**config.mk**
```make
export PLATFORM = sky130hd
export DESIGN_NAME = intel_hex_record_parser_flat
export DESIGN_NICKNAME = d
export VERILOG_FILES = /design/src/hw/rtl/ihx_pkg.sv /design/src/hw/rtl/ihx_char_if.sv /design/src/hw/rtl/ihx_rec_if.sv /design/src/hw/rtl/intel_hex_record_parser.sv /design/src/flat_wrapper.sv
export VERILOG_INCLUDE_DIRS = /design/src /design/src/hw/rtl
export SDC_FILE = /design/constraint.sdc
export NUM_CORES = 1
export LEC_CHECK = 0
export BUFFER_PORTS_ARGS = -buffer_cell sky130_fd_sc_hd__buf_2
export CORE_UTILIZATION = 48
export CTS_CLUSTER_SIZE = 20
export DETAILED_ROUTE_END_ITERATION = 8
export PLACE_DENSITY = 0.76
export SETUP_SLACK_MARGIN = 0.02
export SKIP_CTS_REPAIR_TIMING = 1
export SYNTH_ARGS = -nofsm -noshare
export SYNTH_HDL_FRONTEND = slang
export SYNTH_SLANG_ARGS = --single-unit
```
**constraint.sdc**
```tcl
create_clock -name clk -period 19 [get_ports clk]
set_clock_uncertainty 0.05 [all_clocks]
set_input_delay 3.8 -clock clk [delete_from_list [all_inputs] [get_ports clk]]
set_output_delay 3.8 -clock clk [all_outputs]
set_load 0.01 [all_outputs]
```
**src/hw/rtl/intel_hex_record_parser_assert.svh**
```systemverilog
// assertion macros for the intel hex record parser
// no dependencies; the bodies are empty when SYNTH is defined
`ifndef INTEL_HEX_RECORD_PARSER_ASSERT_SVH
`define INTEL_HEX_RECORD_PARSER_ASSERT_SVH

`ifndef SYNTH

// antecedent implies consequent in the same cycle
`define IHX_ASSERT_SAME(label, clk, rst_n, ante, cons, msg) \
	label: assert property (@(posedge clk) disable iff (!rst_n) (ante) |-> (cons)) \
		else $error(msg);

// antecedent implies consequent in the next cycle
`define IHX_ASSERT_NEXT(label, clk, rst_n, ante, cons, msg) \
	label: assert property (@(posedge clk) disable iff (!rst_n) (ante) |=> (cons)) \
		else $error(msg);

`else

`define IHX_ASSERT_SAME(label, clk, rst_n, ante, cons, msg)
`define IHX_ASSERT_NEXT(label, clk, rst_n, ante, cons, msg)

`endif

`endif

```
**src/hw/rtl/ihx_pkg.sv**
```systemverilog
// shared types, codes and helpers for the intel hex record parser
// no dependencies
`default_nettype none

package ihx_pkg;

	localparam int IMAGE_BYTES = 1048576;
	localparam int ADDR_W      = 20;

	localparam logic [2:0] KIND_WRITE = 3'd0;
	localparam logic [2:0] KIND_OK    = 3'd1;
	localparam logic [2:0] KIND_OTHER = 3'd2;
	localparam logic [2:0] KIND_EOF   = 3'd3;
	localparam logic [2:0] KIND_ERROR = 3'd4;

	localparam logic [7:0] CHAR_COLON = 8'h3A;
	localparam logic [7:0] CHAR_CR    = 8'h0D;
	localparam logic [7:0] CHAR_LF    = 8'h0A;

	localparam logic [ADDR_W-1:0] TOTAL_MAX = '1;

	typedef struct packed {
		logic [2:0]        kind;
		logic [ADDR_W-1:0] address;
		logic [7:0]        data;
		logic [ADDR_W-1:0] total_bytes;
	} result_t;

	// bit 4 set means not a hex digit
	function automatic logic [4:0] hex_digit(input logic [7:0] c);
		logic [4:0] v;
		v = 5'h10;
		if (c >= 8'h30 && c <= 8'h39) begin
			v = {1'b0, 4'(c - 8'h30)};
		end else if (c >= 8'h41 && c <= 8'h46) begin
			v = {1'b0, 4'(c - 8'h37)};
		end else if (c >= 8'h61 && c <= 8'h66) begin
			v = {1'b0, 4'(c - 8'h57)};
		end
		return v;
	endfunction

endpackage

`default_nettype wire

```
**src/hw/rtl/ihx_char_if.sv**
```systemverilog
// character channel of the intel hex record parser
// no dependencies
`default_nettype none

interface ihx_char_if;
	logic       valid;
	logic       ready;
	logic [7:0] char_in;

	modport source (output valid, output char_in, input ready);
	modport sink   (input valid, input char_in, output ready);
endinterface

`default_nettype wire

```
**src/hw/rtl/ihx_rec_if.sv**
```systemverilog
// result channel of the intel hex record parser
// depends on ihx_pkg for the address width
`default_nettype none

interface ihx_rec_if;
	logic                      valid;
	logic                      ready;
	logic [2:0]                kind;
	logic [ihx_pkg::ADDR_W-1:0] address;
	logic [7:0]                data;
	logic [ihx_pkg::ADDR_W-1:0] total_bytes;

	modport source (output valid, output kind, output address, output data,
		output total_bytes, input ready);
	modport sink   (input valid, input kind, input address, input data,
		input total_bytes, output ready);
endinterface

`default_nettype wire

```
**src/hw/rtl/intel_hex_record_parser.sv**
```systemverilog
// intel hex record parser: one character register, one parse step, one result register
// path: character register, parse step, result register; a held word stalls the step
// throughput: one character per cycle while results are taken, bounded by the single-step update
// reset: arst_n clears the parse state, the byte total and the stop latch at once
// depends on ihx_pkg, ihx_char_if, ihx_rec_if and intel_hex_record_parser_assert.svh
`default_nettype none
`include "intel_hex_record_parser_assert.svh"

module intel_hex_record_parser #(
	parameter int IMAGE_BYTES = ihx_pkg::IMAGE_BYTES
) (
	input  wire        clk,
	input  wire        arst_n,
	ihx_char_if.sink   chars,
	ihx_rec_if.source  records
);
	import ihx_pkg::*;

	localparam logic [2:0] PH_COLON   = 3'd0;
	localparam logic [2:0] PH_LEN     = 3'd1;
	localparam logic [2:0] PH_ADDR_HI = 3'd2;
	localparam logic [2:0] PH_ADDR_LO = 3'd3;
	localparam logic [2:0] PH_TYPE    = 3'd4;
	localparam logic [2:0] PH_DATA    = 3'd5;
	localparam logic [2:0] PH_SUM     = 3'd6;
	localparam logic [2:0] PH_EOL     = 3'd7;

	localparam logic [ADDR_W:0] IMAGE_LIMIT = (ADDR_W + 1)'(IMAGE_BYTES);

	// input stage
	logic       valid_s1;
	logic [7:0] char_s1;

	// parser state
	logic [2:0]        phase_q, phase_d;
	logic [3:0]        nib_q, nib_d;
	logic              half_q, half_d;
	logic [7:0]        len_q, len_d;
	logic [15:0]       addr_q, addr_d;
	logic [7:0]        type_q, type_d;
	logic [7:0]        sum_q, sum_d;
	logic [7:0]        done_q, done_d;
	logic [ADDR_W-1:0] total_q, total_d;
	logic              stopped_q, stopped_d;

	// output register
	logic    out_valid_q;
	result_t out_q;

	logic    advance;
	logic    res_valid;
	result_t res;

	logic       eol;
	logic [4:0] dv;
	logic [7:0] byte_val;
	logic [7:0] sum_new;
	logic [7:0] done_inc;

	assign advance     = valid_s1 && (!out_valid_q || records.ready);
	assign chars.ready = !valid_s1 || advance;

	assign eol      = (char_s1 == CHAR_CR) || (char_s1 == CHAR_LF);
	assign dv       = hex_digit(char_s1);
	assign byte_val = {nib_q, dv[3:0]};
	assign sum_new  = sum_q + byte_val;
	assign done_inc = done_q + 8'd1;

	always_comb begin
		phase_d   = phase_q;
		nib_d     = nib_q;
		half_d    = half_q;
		len_d     = len_q;
		addr_d    = addr_q;
		type_d    = type_q;
		sum_d     = sum_q;
		done_d    = done_q;
		total_d   = total_q;
		stopped_d = stopped_q;
		res_valid = 1'b0;
		res.kind    = KIND_ERROR;
		res.address = '0;
		res.data    = '0;

		if (!stopped_q) begin
			unique case (phase_q)
				PH_COLON: begin
					if (!eol) begin
						if (char_s1 != CHAR_COLON) begin
							res_valid = 1'b1;
							stopped_d = 1'b1;
						end else begin
							half_d  = 1'b0;
							nib_d   = '0;
							sum_d   = '0;
							done_d  = '0;
							len_d   = '0;
							addr_d  = '0;
							type_d  = '0;
							phase_d = PH_LEN;
						end
					end
				end
				PH_EOL: begin
					if (eol) begin
						phase_d   = PH_COLON;
						res_valid = 1'b1;
						if (type_q == 8'h00) begin
							res.kind = KIND_OK;
						end else if (type_q == 8'h01) begin
							res.kind  = KIND_EOF;
							stopped_d = 1'b1;
						end else begin
							res.kind = KIND_OTHER;
						end
					end
				end
				default: begin
					if (eol || dv[4]) begin
						res_valid = 1'b1;
						stopped_d = 1'b1;
					end else if (!half_q) begin
						nib_d  = dv[3:0];
						half_d = 1'b1;
					end else begin
						half_d = 1'b0;
						sum_d  = sum_new;
						case (phase_q)
							PH_LEN: begin
								len_d   = byte_val;
								phase_d = PH_ADDR_HI;
							end
							PH_ADDR_HI: begin
								addr_d  = {byte_val, 8'h00};
								phase_d = PH_ADDR_LO;
							end
							PH_ADDR_LO: begin
								addr_d  = {addr_q[15:8], byte_val};
								phase_d = PH_TYPE;
							end
							PH_TYPE: begin
								type_d = byte_val;
								if (byte_val == 8'h00 &&
									((ADDR_W + 1)'(addr_q) + (ADDR_W + 1)'(len_q)) > IMAGE_LIMIT) begin
									res_valid = 1'b1;
									stopped_d = 1'b1;
								end else begin
									done_d  = '0;
									phase_d = (len_q != 8'h00) ? PH_DATA : PH_SUM;
								end
							end
							PH_DATA: begin
								done_d = done_inc;
								if (done_inc == len_q) begin
									phase_d = PH_SUM;
								end
								if (type_q == 8'h00) begin
									if (total_q != TOTAL_MAX) begin
										total_d = total_q + 1'b1;
									end
									res_valid   = 1'b1;
									res.kind    = KIND_WRITE;
									res.address = ADDR_W'(addr_q) + ADDR_W'(done_q);
									res.data    = byte_val;
								end
							end
							PH_SUM: begin
								if (sum_new != 8'h00) begin
									res_valid = 1'b1;
									stopped_d = 1'b1;
								end else begin
									phase_d = PH_EOL;
								end
							end
							default: begin
								phase_d   = PH_COLON;
								res_valid = 1'b1;
								stopped_d = 1'b1;
							end
						endcase
					end
				end
			endcase
		end
		res.total_bytes = total_d;
	end

	always_ff @(posedge clk or negedge arst_n) begin
		if (!arst_n) begin
			valid_s1 <= 1'b0;
		end else if (chars.ready) begin
			valid_s1 <= chars.valid;
		end
	end

	always_ff @(posedge clk) begin
		if (chars.ready && chars.valid) begin
			char_s1 <= chars.char_in;
		end
	end

	always_ff @(posedge clk or negedge arst_n) begin
		if (!arst_n) begin
			phase_q   <= PH_COLON;
			nib_q     <= '0;
			half_q    <= 1'b0;
			len_q     <= '0;
			addr_q    <= '0;
			type_q    <= '0;
			sum_q     <= '0;
			done_q    <= '0;
			total_q   <= '0;
			stopped_q <= 1'b0;
		end else if (advance) begin
			phase_q   <= phase_d;
			nib_q     <= nib_d;
			half_q    <= half_d;
			len_q     <= len_d;
			addr_q    <= addr_d;
			type_q    <= type_d;
			sum_q     <= sum_d;
			done_q    <= done_d;
			total_q   <= total_d;
			stopped_q <= stopped_d;
		end
	end

	always_ff @(posedge clk or negedge arst_n) begin
		if (!arst_n) begin
			out_valid_q <= 1'b0;
		end else if (advance) begin
			out_valid_q <= res_valid;
		end else if (records.ready) begin
			out_valid_q <= 1'b0;
		end
	end

	always_ff @(posedge clk) begin
		if (advance && res_valid) begin
			out_q <= res;
		end
	end

	assign records.valid       = out_valid_q;
	assign records.kind        = out_q.kind;
	assign records.address     = out_q.address;
	assign records.data        = out_q.data;
	assign records.total_bytes = out_q.total_bytes;

	// once stopped, no new word may appear on the result side
	`IHX_ASSERT_NEXT(a_stop_quiet, clk, arst_n, stopped_q && !out_valid_q, !out_valid_q,
		"result produced after stop")
	// the byte total never goes backwards
	`IHX_ASSERT_NEXT(a_total_mono, clk, arst_n, 1'b1, total_q >= $past(total_q),
		"byte total decreased")
	// write words stay inside the image
	`IHX_ASSERT_SAME(a_write_range, clk, arst_n, out_valid_q && out_q.kind == KIND_WRITE,
		(ADDR_W + 1)'(out_q.address) < IMAGE_LIMIT, "write outside image")
	// non-write words carry zero address and data
	`IHX_ASSERT_SAME(a_status_zero, clk, arst_n, out_valid_q && out_q.kind != KIND_WRITE,
		out_q.address == '0 && out_q.data == '0, "status word with payload")

endmodule

`default_nettype wire
```
**src/flat_wrapper.sv**
```systemverilog
// flat-port wrapper written by rule: the top's interface ports become plain ports
module intel_hex_record_parser_flat import ihx_pkg::*;
#(
	parameter int IMAGE_BYTES = ihx_pkg::IMAGE_BYTES
)
  (clk, arst_n, chars_valid, chars_char_in, chars_ready, records_valid, records_kind, records_address, records_data, records_total_bytes, records_ready);
  ihx_char_if chars_i ();
  ihx_rec_if records_i ();
  input  wire clk;
  input  wire arst_n;
  input wire logic [$bits(chars_i.valid)-1:0] chars_valid;
  input wire logic [$bits(chars_i.char_in)-1:0] chars_char_in;
  output wire logic [$bits(chars_i.ready)-1:0] chars_ready;
  output wire logic [$bits(records_i.valid)-1:0] records_valid;
  output wire logic [$bits(records_i.kind)-1:0] records_kind;
  output wire logic [$bits(records_i.address)-1:0] records_address;
  output wire logic [$bits(records_i.data)-1:0] records_data;
  output wire logic [$bits(records_i.total_bytes)-1:0] records_total_bytes;
  input wire logic [$bits(records_i.ready)-1:0] records_ready;
  assign chars_i.valid = chars_valid;
  assign chars_i.char_in = chars_char_in;
  assign chars_ready = chars_i.ready;
  assign records_valid = records_i.valid;
  assign records_kind = records_i.kind;
  assign records_address = records_i.address;
  assign records_data = records_i.data;
  assign records_total_bytes = records_i.total_bytes;
  assign records_i.ready = records_ready;
  intel_hex_record_parser #(.IMAGE_BYTES(IMAGE_BYTES)) u_core (.clk(clk), .arst_n(arst_n), .chars(chars_i), .records(records_i));
endmodule
```
==> run_summary.xml <==
<?xml version="1.0" encoding="UTF-8"?>
<metrics>
  <group name="synth">
    <metric name="ys_types" unit="">62</metric>
    <metric name="syn_avg_cell_area" unit="sq um">10.3</metric>
    <metric name="synth.cell_area" unit="sq mm">0.00704</metric>
    <metric name="synthAdderAreaFrac" unit="%">4.30</metric>
    <metric name="ys_seq_elements" unit="">135</metric>
    <metric name="synthXorXnorAreaFrac" unit="%">7.46</metric>
    <metric name="ys_seq_area_share" unit="%">52.0</metric>
    <metric name="netlist_instances" unit="">685</metric>
    <metric name="synth_compound_gate_area_share" unit="%">10.7</metric>
    <metric name="postSynth.topFlopCell" unit="">sky130_fd_sc_hd__dfrtp_1</metric>
    <metric name="synth_top_family_by_area" unit="">simple AND/OR/NAND/NOR gates</metric>
    <metric name="synth_async_sr_flop_share" unit="%">58.5</metric>
    <metric name="synthMuxAreaShare" unit="%">3.02</metric>
    <metric name="ys_warn_count" unit="">0</metric>
    <metric name="synth_enable_flop_cells" unit="">56</metric>
    <metric name="yosys.area_share.simple" unit="%">19.4</metric>
  </group>
  <group name="timing">
    <metric name="max-slew-margin-rel" unit="%">25.5</metric>
    <metric name="finalHoldWorstSlack" unit="ns">0.440</metric>
    <metric name="max_transition_viols_final" unit="">0</metric>
    <metric name="fmaxAchievable" unit="GHz">0.123</metric>
    <metric name="final_min_period_over_clock_period" unit="%">42.7</metric>
    <metric name="setup_viol_count_final" unit="">0</metric>
    <metric name="post-route-min-period" unit="ns">8.11</metric>
    <metric name="setup-tns-final" unit="ns">0</metric>
    <metric name="rsz0062_at_grt" unit="">no</metric>
    <metric name="final-hold-violation-count" unit="">0</metric>
    <metric name="worst_slew_pin_slew" unit="ns">1.11</metric>
  </group>
  <group name="die">
    <metric name="placementRows" unit="">43</metric>
    <metric name="fp.dieArea" unit="sq mm">0.0152</metric>
    <metric name="coreArea" unit="sq mm">0.0141</metric>
    <metric name="die_w" unit="um">123</metric>
    <metric name="die-height" unit="um">123</metric>
    <metric name="top_level_ports" unit="">65</metric>
    <metric name="start_util" unit="%">49.9</metric>
  </group>
  <group name="grt">
    <metric name="via_count_of_the_first_global_routing_pass" unit="">5013</metric>
    <metric name="antenna_violations_before_repair" unit="">0</metric>
    <metric name="overall_track_demand_over_capacity_in_global_routing" unit="%">21.4</metric>
    <metric name="gr-total-overflow" unit="">0</metric>
    <metric name="grt_max_degree" unit="">80</metric>
    <metric name="global_route_wire_length_before_repair" unit="um">24700</metric>
  </group>
  <group name="worst_setup_path">
    <metric name="setup.worst_path.end" unit="">chars_ready</metric>
    <metric name="worstSetupStartpointType" unit="">primary input</metric>
    <metric name="timing.setup.critical_path_class" unit="">in2out</metric>
    <metric name="critical_path.top_delay_family" unit="">buffers and inverters</metric>
    <metric name="timing.critical_path.depth" unit="">3</metric>
    <metric name="crit_path_slowest_cell" unit="">sky130_fd_sc_hd__nand3b_1</metric>
    <metric name="startpoint_of_the_worst_setup_timing_path" unit="">records_ready</metric>
    <metric name="worst_r2r_startpoint" unit="">u_core.char_s1[0]</metric>
    <metric name="reg2reg_depth" unit="">17</metric>
    <metric name="timing.reg2reg.setup_slack" unit="ns">14.15</metric>
    <metric name="cp_buf_inv_count" unit="">2</metric>
    <metric name="worst_endpoint_required_time" unit="ns">15.15</metric>
    <metric name="critPathArrivalTime" unit="ns">4.26</metric>
    <metric name="crit_chain" unit="">buf_2 &gt; nand3b_1 &gt; buf_2</metric>
    <metric name="crit_top_cell" unit="">sky130_fd_sc_hd__buf_2</metric>
    <metric name="critical_path.reg2reg.endpoint" unit="">u_core.records.address[16]</metric>
    <metric name="timing.critical_path.slowest_cell_delay" unit="ns">0.19</metric>
    <metric name="peak_fanout_along_the_critical_path" unit="">3</metric>
    <metric name="end_kind" unit="">output pin</metric>
  </group>
  <group name="clock_tree">
    <metric name="clock_latency" unit="ns">0.43</metric>
    <metric name="h-tree-depth" unit="">4</metric>
    <metric name="cts_max_path_buffers" unit="">2</metric>
    <metric name="cts-root-buf" unit="">sky130_fd_sc_hd__clkbuf_16</metric>
    <metric name="cts-buffers-inserted" unit="">17</metric>
    <metric name="clock_sink_count" unit="">135</metric>
    <metric name="clock_tree_from_tritoncts" unit="">built</metric>
    <metric name="clkSlewWorstSetupHoldPaths" unit="ns">0.06</metric>
  </group>
  <group name="route">
    <metric name="viasPerCell" unit="">5.78</metric>
    <metric name="postRouteAntennaNets" unit="">0</metric>
    <metric name="drc" unit="">0</metric>
    <metric name="routed_wirelength" unit="um">15300</metric>
    <metric name="vias" unit="">5401</metric>
    <metric name="routedWlPerCell" unit="um">16.4</metric>
    <metric name="dr.first_iter.drc_count" unit="">515</metric>
    <metric name="dr.pass1.iters" unit="">5</metric>
  </group>
  <group name="pwr">
    <metric name="worst_case_vdd_ir_drop" unit="uV">58.4</metric>
    <metric name="power.density" unit="mW/mm^2">82.3</metric>
    <metric name="total_leakage_power" unit="nW">3.25</metric>
  </group>
  <group name="layout">
    <metric name="layout_commonest_cell" unit="">sky130_fd_sc_hd__nand2_1</metric>
    <metric name="fraction_of_final_layout_cells_sized_beyond_drive_strength_1" unit="%">16.7</metric>
    <metric name="num_antenna_cells" unit="">0</metric>
    <metric name="layout.cells.most_common_list" unit="">sky130_fd_sc_hd__nand2_1 (89), sky130_fd_sc_hd__dfrtp_1 (79), sky130_fd_sc_hd__buf_2 (60)</metric>
    <metric name="nNetsFinal" unit="">776</metric>
    <metric name="syn_to_final_growth" unit="%">15.3</metric>
  </group>
  <group name="placement">
    <metric name="gpl.final_weighted_congestion" unit="">0.899</metric>
    <metric name="post-dp-hpwl" unit="um">10800</metric>
    <metric name="portBuffers" unit="">61</metric>
  </group>
  <group name="status">
    <metric name="run_status" unit="">complete, no violations</metric>
  </group>
  <group name="hold_path">
    <metric name="hold_path.class" unit="">reg2reg</metric>
  </group>
  <group name="flow_run">
    <metric name="drv.max_cap_violation_count" unit="">0</metric>
  </group>
</metrics>
-- cell families after synthesis --
group | count (synthesis)
AOI/OAI and AO/OA | 112
adders and majority gates | 23
DFF | 135
xor gates and xnor gates | 60
muxes | 19
buffers and inverters | 54
other | 1
and+or+nand+nor | 281
-- how the worst min path moves through the flow --
stage,end,cells past startpoint,from
after CTS,u_core.addr_q[0],2,u_core.addr_q[0]
final,u_core.addr_q[0],2,u_core.addr_q[0]
after floorplan,u_core.addr_q[0],2,u_core.addr_q[0]
after detailed placement,u_core.addr_q[0],2,u_core.addr_q[0]
after global routing,u_core.addr_q[0],2,u_core.addr_q[0]
after global placement,u_core.addr_q[0],2,u_core.addr_q[0]
-- worst reg2reg max path: cells and delay by family, from the launching register on --
family                     cells  cell delay [ns]
xor gates and xnor gates       1             0.12
and+or+nand+nor                4             0.81
DFF                            1             0.50
AOI/OAI and AO/OA              7             1.78
buffers and inverters          3             0.75
adders and majority gates      2             0.42
-- metal layers --
| layer | vias up | part of all wire [%] | track usage (%) |
|---|---|---|---|
| li1 | 2558 | - | - |
| met5 | - | 0 | 0 |
| met4 | 0 | 2.1 | 9.41 |
| met3 | 26 | 5.8 | 3.92 |
| met1 | 2593 | 44 | 28.5 |
| met2 | 224 | 48 | 34.3 |
-- stage by stage --
stage / cells / setup slack, ns / area, sq um / utilization (%) / power [mW]
floorplan: 687 / 10.39 / 7050 / - / 0.319
global placement: 902 / 10.93 / 7490 / 53.1 / 0.325
detailed placement: 902 / 10.90 / 7490 / 53.1 / 0.325
CTS: 934 / 10.89 / 8120 / 57.6 / 0.671
global route: 934 / 10.89 / 8120 / 57.6 / 0.685
finish: 934 / 10.89 / 8120 / 57.6 / 0.668
-- registers in the layout, indices dropped and copies added, names as in the netlist, 3 cells and up --
signal / cells
u_core.addr_q: 16
u_core.char_s1: 8
u_core.done_q: 8
u_core.len_q: 8
u_core.nib_q: 4
u_core.phase_q: 3
u_core.records.address: 17
u_core.records.data: 8
u_core.records.kind: 3
u_core.records.total_bytes: 20
u_core.sum_q: 8
u_core.total_q: 20
u_core.type_q: 8
-- Yosys cell counts (all sizes together), types with 18 or more instances --
| library cell | count | share of area [%] |
|---|---|---|
| nand2 | 89 | 4.7 |
| mux2 | 18 | 2.9 |
| nand4 | 21 | 1.9 |
| o21ai | 39 | 2.8 |
| xnor2 | 39 | 4.9 |
| xor2 | 21 | 2.6 |
| inv | 25 | 1.3 |
| nor3 | 21 | 1.5 |
| ha | 21 | 3.7 |
| nand3 | 22 | 1.6 |
| nor2 | 59 | 3.1 |
| edfxtp | 56 | 24 |
| clkbuf | 20 | 1.1 |
| dfrtp | 79 | 28 |
-- layout make-up --
type,instances,area [sq um]
clock buffers,19,464
clock inverters,13,166
fillers,1154,5980
inverters,25,93.8
multi-input cells,498,3180
flip-flops and latches,135,3660
well taps,180,225
repair buffers,64,330
-- power by group --
part,leakage (nW),switching [mW],internal (mW)
Combinational,1.41,0.00933,0.00396
Sequential,1.53,0.00236,0.304
Clock,0.303,0.130,0.219
Power figures use the tool's default switching activity.
